<file path="config.mk">
export PLATFORM = sky130hd
export DESIGN_NAME = sfc_fifo
export DESIGN_NICKNAME = d
export VERILOG_FILES = /design/src/sv/sfc_pkg.sv /design/src/sv/sfc_fifo.sv
export SDC_FILE = /design/constraint.sdc
export NUM_CORES = 1
export LEC_CHECK = 0
export BUFFER_PORTS_ARGS = -buffer_cell sky130_fd_sc_hd__buf_2
export CAP_MARGIN = 25
export CORE_ASPECT_RATIO = 1.75
export CORE_MARGIN = 5
export CORE_UTILIZATION = 45
export DETAILED_ROUTE_END_ITERATION = 8
export HOLD_SLACK_MARGIN = 0.06
export PLACE_DENSITY = 0.76
export SYNTH_ARGS = -nofsm -noshare
export SYNTH_HDL_FRONTEND = slang
export SYNTH_SLANG_ARGS = --single-unit
export TNS_END_PERCENT = 10
</file>
<file path="constraint.sdc">
create_clock -name aclk -period 5.8 [get_ports aclk]
set_clock_uncertainty 0.2 [all_clocks]
set_input_delay 0.29 -clock aclk [delete_from_list [all_inputs] [get_ports aclk]]
set_output_delay 0.29 -clock aclk [all_outputs]
set_load 0.02 [all_outputs]
</file>
<file path="src/sv/sfc_pkg.sv">
`timescale 1ns / 1ps
// ---------------------------------------------------------------------------
// sfc_pkg: shared types and constants
// Field widths, plane packing helpers and the front-to-back request struct.
// ---------------------------------------------------------------------------
package sfc_pkg;
    localparam int MAX_PLANES = 6;
    localparam int PLANE_COUNT_DEF = 6;
    localparam int FIELD_W = 48;
    localparam int PLANE_W = 64;
    localparam int IDX_W = 3;
    // squared sums: e up to 17 bits -> e^2 34 bits, sum of 3 -> 36 bits
    localparam int SQ_W = 36;
    localparam int RT_W = 18;
    // world center: c 17b * m 16b -> 33b, sum of 3 plus t<<13 -> 36 bits
    localparam int WC_W = 36;
    // radius rl (18b) * s (17b) -> 35 bits, unsigned
    localparam int RAD_W = 35;

    typedef struct packed {
        logic signed [WC_W-1:0] wx;
        logic signed [WC_W-1:0] wy;
        logic signed [WC_W-1:0] wz;
        logic [SQ_W-1:0]        r2;
        logic [SQ_W-1:0]        row2;
    } sfc_req_t;

    function automatic logic signed [15:0] lane16(input logic [63:0] v, input int l);
        return v[16*l +: 16];
    endfunction
endpackage

</file>
<file path="src/sv/sfc_fifo.sv">
`timescale 1ns / 1ps
// ---------------------------------------------------------------------------
// sfc_fifo: request queue
// Small flop queue that decouples front and back ends.
// ---------------------------------------------------------------------------
module sfc_fifo (
    input  logic              aclk,
    input  logic              aresetn,
    input  logic              wr_valid,
    output logic              wr_ready,
    input  sfc_pkg::sfc_req_t wr_req,
    output logic              rd_valid,
    input  logic              rd_ready,
    output sfc_pkg::sfc_req_t rd_req
);
    import sfc_pkg::*;

    sfc_req_t  mem_reg [4];
    logic [1:0] wp_reg, rp_reg;
    logic [2:0] cnt_reg;
    logic       wr, rd;

    assign wr_ready = cnt_reg != 3'd4;
    assign rd_valid = cnt_reg != 3'd0;
    assign wr = wr_valid && wr_ready;
    assign rd = rd_valid && rd_ready;
    assign rd_req = mem_reg[rp_reg];

    always_ff @(posedge aclk) begin
        if (!aresetn) begin
            wp_reg <= '0;
            rp_reg <= '0;
            cnt_reg <= '0;
        end else begin
            if (wr) wp_reg <= wp_reg + 2'd1;
            if (rd) rp_reg <= rp_reg + 2'd1;
            cnt_reg <= cnt_reg + 3'(wr) - 3'(rd);
        end
    end

    always_ff @(posedge aclk) begin
        if (wr) mem_reg[wp_reg] <= wr_req;
    end

    assert property (@(posedge aclk) disable iff (!aresetn) cnt_reg <= 3'd4)
        else $error("fifo count overflow");
    assert property (@(posedge aclk) disable iff (!aresetn)
        (cnt_reg == 3'd0) |-> !rd_valid) else $error("read from empty fifo");
    assert property (@(posedge aclk) disable iff (!aresetn)
        (wr && !rd) |=> cnt_reg == $past(cnt_reg) + 3'd1) else $error("fifo count");
endmodule

</file>
==> results of run 1 <==
## power groups by stage
stage	registers, mW	logic, mW	clock network [mW]
finish	6.55	3.47	3.87
global route	6.60	3.70	4.21
CTS	6.56	3.54	3.96
detailed placement	6.67	3.42	0
global placement	6.63	3.38	0
floorplan	6.66	2.36	0
## metrics by stage
stage	total power [mW]	hold WS (ns)
6_report	13.9	0.212
5_1_grt	14.5	0.175
4_1_cts	14.1	0.157
3_5_place_dp	10.1	0.295
3_3_place_gp	10.0	0.274
2_1_floorplan	9.03	0.189
## metal layers
layer | vias to the layer above | track usage | wire (microns) | part of all wire
met3 | 113 | 0.0458 | 3680 | 0.066
met4 | 8 | 0.0727 | 2170 | 0.039
met5 | - | 0 | 51 | 0.00091
li1 | 5473 | - | - | -
met1 | 6479 | 0.206 | 20200 | 0.36
met2 | 440 | 0.301 | 29800 | 0.53
## worst max path at each step
stage / startpoint / endpoint / slack [ns] / depth (start not counted)
2_1_floorplan: cnt_reg[1] / mem_reg[2][0] / 0.009 / 3
3_3_place_gp: cnt_reg[1] / mem_reg[1][130] / 2.65 / 4
3_5_place_dp: cnt_reg[1] / mem_reg[1][132] / 2.59 / 4
4_1_cts: register / rd_req[51] / 2.27 / 3
5_1_grt: register / rd_req[99] / 2.13 / 3
6_report: register / rd_req[149] / 2.38 / 3
## Yosys cell counts (2+ instances only)
library cell  count  area share
edfxtp_1        720        0.82
mux4_2          180        0.15
buf_2            21      0.0040
buf_6            11      0.0047
dfxtp_1           9      0.0068
and2_1            7      0.0017
clkbuf_1          7      0.0010
ha_1              6      0.0028
inv_1             5     0.00071
nand2_1           5     0.00071
xnor2_1           4      0.0013
nor2b_1           3     0.00071
buf_1             2     0.00028
mux2i_1           2     0.00076
## logic make-up after synthesis
| kind of cell | count (synthesis) | share of synthesized area |
|---|---|---|
| AOI/OAI and AO/OA | 3 | 0.000948 |
| adders and majority gates | 7 | 0.00360 |
| muxes | 182 | 0.154 |
| DFF | 729 | 0.826 |
| xor gates and xnor gates | 4 | 0.00133 |
| and+or+nand+nor | 17 | 0.00346 |
| buffers and inverters | 46 | 0.0107 |
## final cells by class
cell class	count	area share
clock inverter	34	0.00814
sequential	729	0.663
antenna	13	0.000988
inverter	5	0.000570
timing repair buffer	565	0.118
multi-input combinational	213	0.132
tap	773	0.0294
clock buffer	78	0.0489
## what timing repair did
action | 4_1_cts | 5_1_grt
endpoints found under the hold margin | 729 | 0
hold buffers | 184 | 0
endpoints found under the setup margin | 0 | 0
==> results.toml, run 1 <==
[status]
status = "finished clean"

[clock_tree]
clk_pin_slew_worst_paths_ns = 0.06
insertion_delay_ns = 0.63
cts_buffers = 60
cts_tree = "done"
clock_path_buffers = 3
ctsRootBufferMaster = "clkbuf_16"
cts_resized = 0
postCtsSetupRepairBufs = 0
h-tree-depth = 2
cts_sinks = 729

[sta]
worst_pin_slew_ns = 1.18
setup_viol = 0
rsz0062_at_grt = "false"
maxSlewViolCount = 0
min_period_ns = 3.42
fin_ws_ns = 2.38
fmax_mhz = 292
tns_ns = 0
fin_crit_sh = 0.590
maxSlewHeadroom = 0.214
finalHoldViolCount = 0

[pwr]
pwr-share-seq = 0.472
ir_worst_vdd_mv = 0.399
power.switching_mw = 3.98
pwr-share-comb = 0.250
clockPowerShare = 0.278
p_int_mw = 9.91
power.leakage_nw = 11.0
p_per_area_nw_per_um2 = 422
p_sw_frac = 0.286

[worst_setup_path]
critPathTopFamily = "flip-flops"
r2r_cells = 4
cp_slowest_cell = "dfxtp_4"
critPathMaxStageDelay_ns = 0.78
critPathCaptureType = "output port"
crit_arrival_ns = 2.93
cp_cell_sequence = "buf_12 > mux4_2 > buf_2"
r2r-end = "mem_reg[1][156]"
r2r_start = "cnt_reg[1]"
critical_path_class = "reg -> out"
worstPathMaxFanout = 75
crit_path_start_kind = "register"
worstPathRequired_ns = 5.31
reg2reg_slack_ns = 2.65
critPathBufInv = 2

[route]
drtPass1Iterations = 4
routed_via_density = 5.19
drt_wl_total_microns = 55900
drt_iter0_drc = 662
drtAntennaViolNets = 0
via_count = 12500
drcViolationCount = 0
wl_per_cell_microns = 23.2

[finish]
nets = 1765
drive_gt1_frac = 0.404
multi_input_area_sq_um = 4330
design_area_sq_um = 32900
final_cell_mix = "edfxtp_1 (720), buf_2 (365), dlygate4sd3_1 (184), mux4_2 (180), clkbuf_16 (61)"
fin_util = 0.566
finalNonFillerCells = 2410
n_fill_cell = 4139
largest_reg_flops = 720
syn_to_final_growth_pct = 24.7
final_common_cell = "edfxtp_1"
regArea_sq_um = 21800

[yosys]
synth_edf_count = 720
post_synth.cell_area_avg_sq_um = 26.7
ys_warn_count = 0
async_reset_ff_frac = 0
synth-main-ff-cell = "edfxtp_1"
syn_area_sq_um = 26400
synth_nets = 1179
synth_seq_area_share = 0.826
synthCells = 988
ys_types = 20
ys_ff_latch = 729

[flow_run]
drv_cap = 0

[global_route]
grt_usage = 0.174
grt_pass1_wl_microns = 82900
antenna_found_initial = 17
grt_pass1_vias = 13800
grt_max_degree = 181
gr-total-overflow = 0

[die]
die_w_microns = 193
die_h_microns = 330
coreArea_sq_um = 58100
io-pin-count = 366
rows = 117
dieArea_sq_um = 63800
start_util = 0.454

[place]
dp_cells = 2101
dp_hpwl_microns = 33300
pre_cts_slack_ns = 2.59
port_buffers = 365
dpl_cell_area_sq_um = 29200
gp_congestion = 0.760

[hold_path]
hp-class = "in -> reg"
min-delay-start = "wr_req[30]"
hold_depth = 2
hold_end = "mem_reg[3][30]"
No activity file was read; power rests on OpenSTA's default activity.
==> inputs of run 2 (changes only) <==
- ABC_AREA: unset -> 1
- PLACE_DENSITY: 0.76 -> 0.74
- clock period: 5.8 -> 3.36 ns (I/O delays scaled with it)
==> run 2 against run 1 <==
Cell area rose by 3.0%. Count of clock-buffer cells in the layout did not move. Routed wire length rose by 20%. Critical path depth rose by 1. Highest routed layer unchanged. Sequential share of layout area fell by 1.9 points. Critical endpoint is now rd_req[145]. Global-route usage rose by 2.4 points. Sequential power rose by 73%. Sequential cell count did not move. Core utilization fell by 0.12 points. Combinational power rose by 88%. Worst setup slack got worse by 2.0 ns. First-iteration DRC count rose by 59%.
==> results.toml, run 2 <==
[finish]
fin_util = 0.565
n_fill_cell = 4497
final_cell_mix = "edfxtp_1 (720), nor2_1 (367), buf_2 (365), o21ai_0 (307), dlygate4sd3_1 (213)"
design_area_sq_um = 33900
syn_to_final_growth_pct = 24.8
drive_gt1_frac = 0.204
nets = 2551
largest_reg_flops = 720
regArea_sq_um = 21800
final_common_cell = "edfxtp_1"
multi_input_area_sq_um = 4580

[die]
rows = 119
coreArea_sq_um = 60000
die_h_microns = 335
io-pin-count = 366
dieArea_sq_um = 65600
start_util = 0.453
die_w_microns = 196

[sta]
worst_pin_slew_ns = 0.792
min_period_ns = 2.95
fin_crit_sh = 0.878
maxSlewViolCount = 0
hold_ws_ns = 0.0958
fin_ws_ns = 0.411
finalHoldViolCount = 0
setup_viol = 0
maxSlewHeadroom = 0.471
fmax_mhz = 339
rsz0062_at_grt = "false"

[pwr]
ir_worst_vdd_mv = 0.641
power.leakage_nw = 11.8
p_sw_frac = 0.322
power.switching_mw = 7.94
pwr-share-seq = 0.459
totalPowerFinal_mw = 24.7
p_int_mw = 16.7
clockPowerShare = 0.276
p_per_area_nw_per_um2 = 728
pwr-share-comb = 0.265

[clock_tree]
cts_tree = "done"
ctsRootBufferMaster = "clkbuf_16"
postCtsSetupRepairBufs = 0
cts_sinks = 729
h-tree-depth = 2
cts_resized = 0
ctsHoldBuffers = 213
clock_path_buffers = 3
insertion_delay_ns = 0.63
clk_pin_slew_worst_paths_ns = 0.07
cts_buffers = 60

[status]
status = "finished clean"

[route]
drt_iter0_drc = 1052
wl_per_cell_microns = 21.1
drcViolationCount = 0
via_count = 17500
routed_via_density = 5.47
drt_wl_total_microns = 67300
drtAntennaViolNets = 0
drtPass1Iterations = 5

[yosys]
synth.largest_area_cell = "edfxtp_1"
synth_nets = 1996
synth_most_common_cell = "edfxtp_1"
ys_types = 22
muxShareOfSynthArea = 0
synth_compound_area_frac = 0.109
syn_area_sq_um = 27200
synthCells = 1805
synthSimpleGateAreaFrac = 0.0537
ys_ff_latch = 729
post_synth.cell_area_avg_sq_um = 15.1
yosysTopAreaCellShare = 0.796
synth_edf_count = 720
synth_top_family_by_area = "compound AO/OA/AOI/OAI gates"
synth_area_leaders = "edfxtp_1 (80%), o21ai_0 (5.7%), nor2_1 (5.1%), o22ai_1 (4.1%), buf_6 (1.3%)"
synth-main-ff-cell = "edfxtp_1"
async_reset_ff_frac = 0
synthXorXnorAreaFrac = 0
synth_commonest_cells = "edfxtp_1 (720), nor2_1 (372), o21ai_0 (307)"
ys_warn_count = 0
synth_seq_area_share = 0.802
synth-adder-area-share = 0.00350

[global_route]
antenna_found_initial = 6
grt_pass1_wl_microns = 102000
busiest_layer = "met2"
grtUsageMet3 = 0.0449
use_met2 = 0.363
gr-total-overflow = 0
grt_usage = 0.198
grt_pass1_vias = 18300
grt_max_degree = 128
grtUsageMet1 = 0.223

[worst_setup_path]
critPathCaptureType = "output port"
crit_arrival_ns = 2.58
worstPathMaxFanout = 63
worstPathRequired_ns = 2.99
crit_path_start_kind = "register"
critical_path_class = "reg -> out"

[place]
dp_hpwl_microns = 37800
pre_cts_slack_ns = 1.07
gp_congestion = 0.791
dpl_cell_area_sq_um = 29900
port_buffers = 365

[flow_run]
drv_cap = 0

[hold_path]
hp-class = "in -> reg"
run 2: cell types whose count changed after synthesis, sizes merged, moves of 7 or more:
cell	before	now
nor2	1	372
o22ai	0	180
buf	34	52
inv	5	16
nand2	5	13
mux4	180	0
o21ai	0	361
clkbuf	7	66
and2	7	0
run 2: final cells by class:
cell class,count,area share
well taps,786,0.0290
inverters,16,0.00221
multi-input cells,942,0.135
diodes,5,0.000369
clock buffers,78,0.0475
clock inverters,29,0.00830
flip-flops and latches,729,0.643
repair buffers,611,0.134
run 2: power by group through the flow:
stage / Combinational [mW] / Clock, mW / Sequential, mW
final: 6.54 / 6.82 / 11.3
after global routing: 7.03 / 7.35 / 11.4
after CTS: 6.56 / 6.93 / 11.3
after detailed placement: 6.31 / 0 / 11.5
after global placement: 6.17 / 0 / 11.5
after floorplan: 4.09 / 0 / 11.5
run 2: stage by stage:
step,setup TNS [ns],cells
after CTS,0,3191
after detailed placement,0,2871
after global routing,0,3194
after floorplan,-401.38,1805
final,0,3196
after global placement,0,2871
run 2: per-layer routing:
metal  up-vias  wire length (microns)
met1      8632                  24400
met5         -                     13
li1       7954                      -
met3       158                   4890
met2       742                  35400
met4         2                   2560
run 2: worst max-delay path, stage by stage, from the launching register on:
cell and delay, ns:
dfxtp_4 0.75, buf_12 0.32, o21ai_0 0.16, o22ai_1 0.37, buf_2 0.25
run 2: final timing paths:
path / from / end / slack (ns) / cells past startpoint
worst max-delay path: register / rd_req[145] / 0.41 / 4
worst max register to register: cnt_reg[1] / cnt_reg[1] / 0.76 / 10
worst min register to register: rp_reg[0] / rp_reg[0] / 0.29 / 2
worst min-delay path: wr_req[34] / mem_reg[1][34] / 0.1 / 2
run 2: cells by family after synthesis:
group,count (synthesis)
AO/OA/AOI/OAI,547
adder cells (fa/ha/maj),7
buffers and inverters,134
flip-flops,729
AND/OR/NAND/NOR,388
